File: config.mk
export PLATFORM = sky130hd
export DESIGN_NAME = sd128_cell
export DESIGN_NICKNAME = d
export VERILOG_FILES = /design/src/hdl/sd128_cell.sv
export SDC_FILE = /design/constraint.sdc
export NUM_CORES = 1
export LEC_CHECK = 0
export BUFFER_PORTS_ARGS = -buffer_cell sky130_fd_sc_hd__buf_2
export CAP_MARGIN = 5
export CORE_AREA = 2 2 404 406
export DETAILED_ROUTE_END_ITERATION = 12
export DIE_AREA = 0 0 406 408
export PLACE_DENSITY = 0.33
export SYNTH_ARGS = -nofsm -noshare
export SYNTH_HDL_FRONTEND = slang
export SYNTH_SLANG_ARGS = --single-unit
File: constraint.sdc
create_clock -name clock -period 4.1 [get_ports clock]
set_input_delay 0.41 -clock clock [delete_from_list [all_inputs] [get_ports clock]]
set_output_delay 0.41 -clock clock [all_outputs]
set_load 0.005 [all_outputs]
File: src/hdl/sd128_cell.sv
// ---------------------------------------------------------------------------
// sd128_cell: one restoring division step
// Shifts one dividend bit into the partial remainder, subtracts the divisor
// where it fits and records the quotient bit; registers everything onward.
// ---------------------------------------------------------------------------
module sd128_cell #(
   parameter int W   = 128,
   parameter int Bit = 0
) (
   input  logic         clock,
   input  logic         reset,
   input  logic         enable,
   input  logic         valid_in,
   input  logic [W-1:0] rem_in,
   input  logic [W-1:0] num_in,
   input  logic [W-1:0] den_in,
   input  logic [W-1:0] quo_in,
   input  logic         qneg_in,
   input  logic         rneg_in,
   input  logic         zero_in,
   output logic         valid_out,
   output logic [W-1:0] rem_out,
   output logic [W-1:0] num_out,
   output logic [W-1:0] den_out,
   output logic [W-1:0] quo_out,
   output logic         qneg_out,
   output logic         rneg_out,
   output logic         zero_out
);

   logic [W:0]   shifted;
   logic [W:0]   diff;
   logic [W-1:0] rem_in_next;
   logic [W-1:0] quo_in_next;
   logic         valid_ff;
   logic [W-1:0] rem_ff, num_ff, den_ff, quo_ff;
   logic         qneg_ff, rneg_ff, zero_ff;

   // Trial subtraction of the divisor from the shifted remainder.
   always_comb begin
      shifted     = {rem_in, num_in[Bit]};
      diff        = shifted - {1'b0, den_in};
      quo_in_next = quo_in;
      if (!diff[W]) begin
         rem_in_next      = diff[W-1:0];
         quo_in_next[Bit] = 1'b1;
      end else begin
         rem_in_next = shifted[W-1:0];
      end
   end

   // Control bit of the stage.
   always_ff @(posedge clock) begin
      if (reset) begin
         valid_ff <= 1'b0;
      end else if (enable) begin
         valid_ff <= valid_in;
      end
   end

   // Payload of the stage.
   always_ff @(posedge clock) begin
      if (enable) begin
         rem_ff  <= rem_in_next;
         num_ff  <= num_in;
         den_ff  <= den_in;
         quo_ff  <= quo_in_next;
         qneg_ff <= qneg_in;
         rneg_ff <= rneg_in;
         zero_ff <= zero_in;
      end
   end

   assign valid_out = valid_ff;
   assign rem_out   = rem_ff;
   assign num_out   = num_ff;
   assign den_out   = den_ff;
   assign quo_out   = quo_ff;
   assign qneg_out  = qneg_ff;
   assign rneg_out  = rneg_ff;
   assign zero_out  = zero_ff;

endmodule

==> metrics.cfg <==
[outcome]
status = finished clean

[timing]
hold_viol_final = 0
fin_crit_ns = 3.930
tns_ns = 0
worst_slew_pin_slew_ns = 1.012
final.setup_skew_ns = 0
fmax_ghz = 0.2545
slew_headroom = 0.3171
fin_ws_ns = 0.1700
drv_slew = 0
finalSetupViolations = 0
layout_worst_path_cycle_share = 0.9585

[yosys]
yosysUniqueCellTypes = 75
ys_seq_area_frac = 0.5875
syn_nets = 2997
synth_top_area_share = 0.5868
synth_area_per_cell_um2 = 11.22
mappedNetlistArea_mm2 = 0.02636
yosys-top-cells-count = 515 x edfxtp_1, 303 x nand2_1, 216 x a21oi_1, 158 x inv_1, 146 x o21ai_0
yosysMostFrequentCell = edfxtp_1
async_reset_ff_frac = 0
ys_ff_latch = 516
synth_edf_count = 515
ys_top_cells_by_area = edfxtp_1 59%, ha_1 6.1%, nand2_1 4.3%, a21oi_1 4.1%, o21ai_0 2.8%
synthFlopType = edfxtp_1
synth_top_area_cell = edfxtp_1
yosysWarnings = 0
synth_cells = 2349

[final_layout]
area_growth_pct = 63.34
fillers = 17470
nNetsFinal = 4778
drive_above_1_share = 0.3551

[worst_setup_path]
slowest_delay_ns = 0.71
critical_path.slowest_cell = o21ai_0
crit_top_cell = buf_4
reg2regPathDepth = 3
critPathCaptureType = flip-flop
r2r_end = valid_out$_SDFFE_PP0P_
start_kind = primary input
crit_fanout = 5
reg2reg_from = valid_out$_SDFFE_PP0P_
worstPathCellList = dlygate4sd3_1 -> buf_2 -> inv_1 -> ha_1 -> nand2_1 -> o21ai_0 -> a41o_1 -> a21oi_1 -> buf_4 -> o211ai_1 -> buf_4 -> o21ai_1 -> buf_4 -> o41ai_2 -> buf_4 -> a21o_1 -> a21oi_1 -> o41ai_2
crit_type = primary input to flip-flop
cp.arrival_ns = 4.42
critPathRequiredTime_ns = 4.59
r2r_slack_ns = 2.95

[clocking]
cts_tree = yes
numCtsBuffers = 70
cts_root_buf = clkbuf_16
htreeDepth = 3
clock_path_buffers = 3
cts.clk_slew.worst_paths_ns = 0.06
clock_sinks = 516
clock_latency_ns = 0.67

[route]
wire_per_inst_um = 21.77
dr.pass1.iters = 5
drcViolationCount = 0
ant_nets = 0
num_vias = 25250
via_per_inst = 3.969
wl_um = 138500
drt_iter0_markers = 1147

[global_routing]
gr-total-overflow = 0
grt_pass1_wl_um = 192200
grt_max_degree = 99
grt_pass1_vias = 26740
antenna_found_initial = 29
grt_use_total = 0.1607

[pwr]
p_leak_nw = 18.32
ir_drop_uv = 275.6
power_density_mw_per_mm2 = 389.2

[place]
gp_congestion = 0.8360
io_buffers = 1034
dpl_worst_slack_ns = -0.7420
dp_hpwl_um = 115600

[die]
die_area_mm2 = 0.1656
dieWidth_um = 406
boundaryPins = 1035
core_region_area_mm2 = 0.1617
rows = 148
initial_core_util = 0.1630
die_h_um = 408

[min_path]
hold_path_startpoint = rem_in[117]
min_delay_worst_endpoint = rem_out[118]$_DFFE_PP_
min_path_cells = 3
hold_class = primary input to flip-flop

[flow_run]
cap_violations = 0

==> registers in the layout, summed over array words and instances (netlist names) <==
signal and cells:
zero_out 1, quo_out 128, qneg_out 1, den_out 128, valid_out 1, rem_out 128, num_out 128, rneg_out 1
==> critical path, delay by kind of cell <==
family / cells / cell delay (ns)
AOI/OAI and AO/OA: 9 / 2.06
adders and majority gates: 1 / 0.38
buffers and inverters: 7 / 1.39
and+or+nand+nor: 1 / 0.17
==> placed cells by master (no fill, tap or decap), types with 9 or more instances in the layout <==
cell type | synthesis | final
o211ai_1 | 16 | 16
nand4_1 | 66 | 66
xnor2_1 | 62 | 62
o31ai_1 | 16 | 16
nand3_1 | 21 | 21
nor3_1 | 37 | 35
inv_1 | 158 | 158
clkinv_1 | 0 | 11
nor2_1 | 133 | 132
a21oi_1 | 216 | 211
dlygate4sd3_1 | 0 | 457
or3_1 | 9 | 9
xor2_1 | 51 | 51
a31oi_1 | 10 | 9
a21oi_2 | 4 | 9
buf_4 | 1 | 301
o21bai_1 | 38 | 38
and2_1 | 11 | 11
clkbuf_16 | 0 | 71
a21boi_0 | 12 | 12
buf_2 | 21 | 1033
edfxtp_1 | 515 | 515
ha_1 | 128 | 128
nand2_1 | 303 | 303
a21o_1 | 54 | 54
o21ai_1 | 102 | 108
and3_1 | 10 | 10
nand2b_1 | 14 | 14
o21ai_0 | 146 | 140
clkbuf_1 | 39 | 17
o21a_1 | 21 | 21
==> cell families (layout without fill, tap and decap cells) <==
logic type	count (synthesis)	in the layout	share of synthesized area
DFF	516	516	0.5875
other	0	8	0
and+or+nand+nor	649	649	0.1120
muxes	4	4	0.001567
xor gates and xnor gates	114	114	0.03817
AOI/OAI and AO/OA	687	687	0.1564
adders and majority gates	129	129	0.06153
buffers and inverters	250	2080	0.04277
==> power by group <==
group,internal (mW),leakage (nW),switching (mW)
clock network,3.35,1.04,2.60
logic,1.85,12.2,2.35
registers,6.46,5.04,0.140
total,11.7,18.3,5.09
==> layout make-up <==
| type | count | area, um^2 | area share |
|---|---|---|---|
| diodes | 8 | 20.02 | 0.0004650 |
| clock inverters | 33 | 337.8 | 0.007847 |
| clock buffers | 88 | 1841 | 0.04275 |
| repair buffers | 1801 | 12210 | 0.2836 |
| well taps | 2175 | 2721 | 0.06322 |
| multi-input cells | 1583 | 9844 | 0.2287 |
| flip-flops and latches | 516 | 15480 | 0.3597 |
| inverters | 158 | 593.1 | 0.01378 |
==> layer usage <==
metal / share of wire / routed length (um) / GRT usage / vias up
li1: - / - / - / 12230
met1: 0.38 / 53160 / 0.1744 / 12090
met2: 0.54 / 74100 / 0.3086 / 730
met3: 0.057 / 7873 / 0.03740 / 175
met4: 0.023 / 3183 / 0.03961 / 24
met5: 0.0012 / 160 / 0 / -
==> repair_timing <==
item                                   in CTS  in global routing
setup buffers                               0                  1
hold buffers                              457                  0
endpoints found under the hold margin     455                  0
setup endpoints to repair                   0                125
resized for setup                           0                 23
==> worst max path at each step <==
| stage | from | endpoint | slack, ns | depth (start not counted) |
|---|---|---|---|---|
| global route | rem_in[64] | rem_out[108]$_DFFE_PP_ | -0.003 | 18 |
| global placement | den_in[1] | rem_out[107]$_DFFE_PP_ | -0.72 | 16 |
| CTS | den_in[63] | rem_out[92]$_DFFE_PP_ | 0.008 | 17 |
| finish | den_in[77] | rem_out[126]$_DFFE_PP_ | 0.17 | 18 |
| detailed placement | den_in[1] | rem_out[107]$_DFFE_PP_ | -0.74 | 16 |
| floorplan | num_in[0] | rem_out[23]$_DFFE_PP_ | 0.63 | 15 |
==> stage by stage <==
step	util	hold slack, ns	cells	instance area [um^2]	power [mW]
2_1_floorplan	-	0.4824	2349	26360	8.316
3_5_place_dp	0.2237	0.4930	5775	36170	10.61
6_report	0.2663	0.05300	6362	43050	16.75
3_3_place_gp	0.2237	0.4699	5775	36170	10.63
5_1_grt	0.2662	0.02291	6357	43040	17.63
4_1_cts	0.2655	0.0005893	6353	42920	17.14
Note: power is estimated with default switching activity, not from simulation.
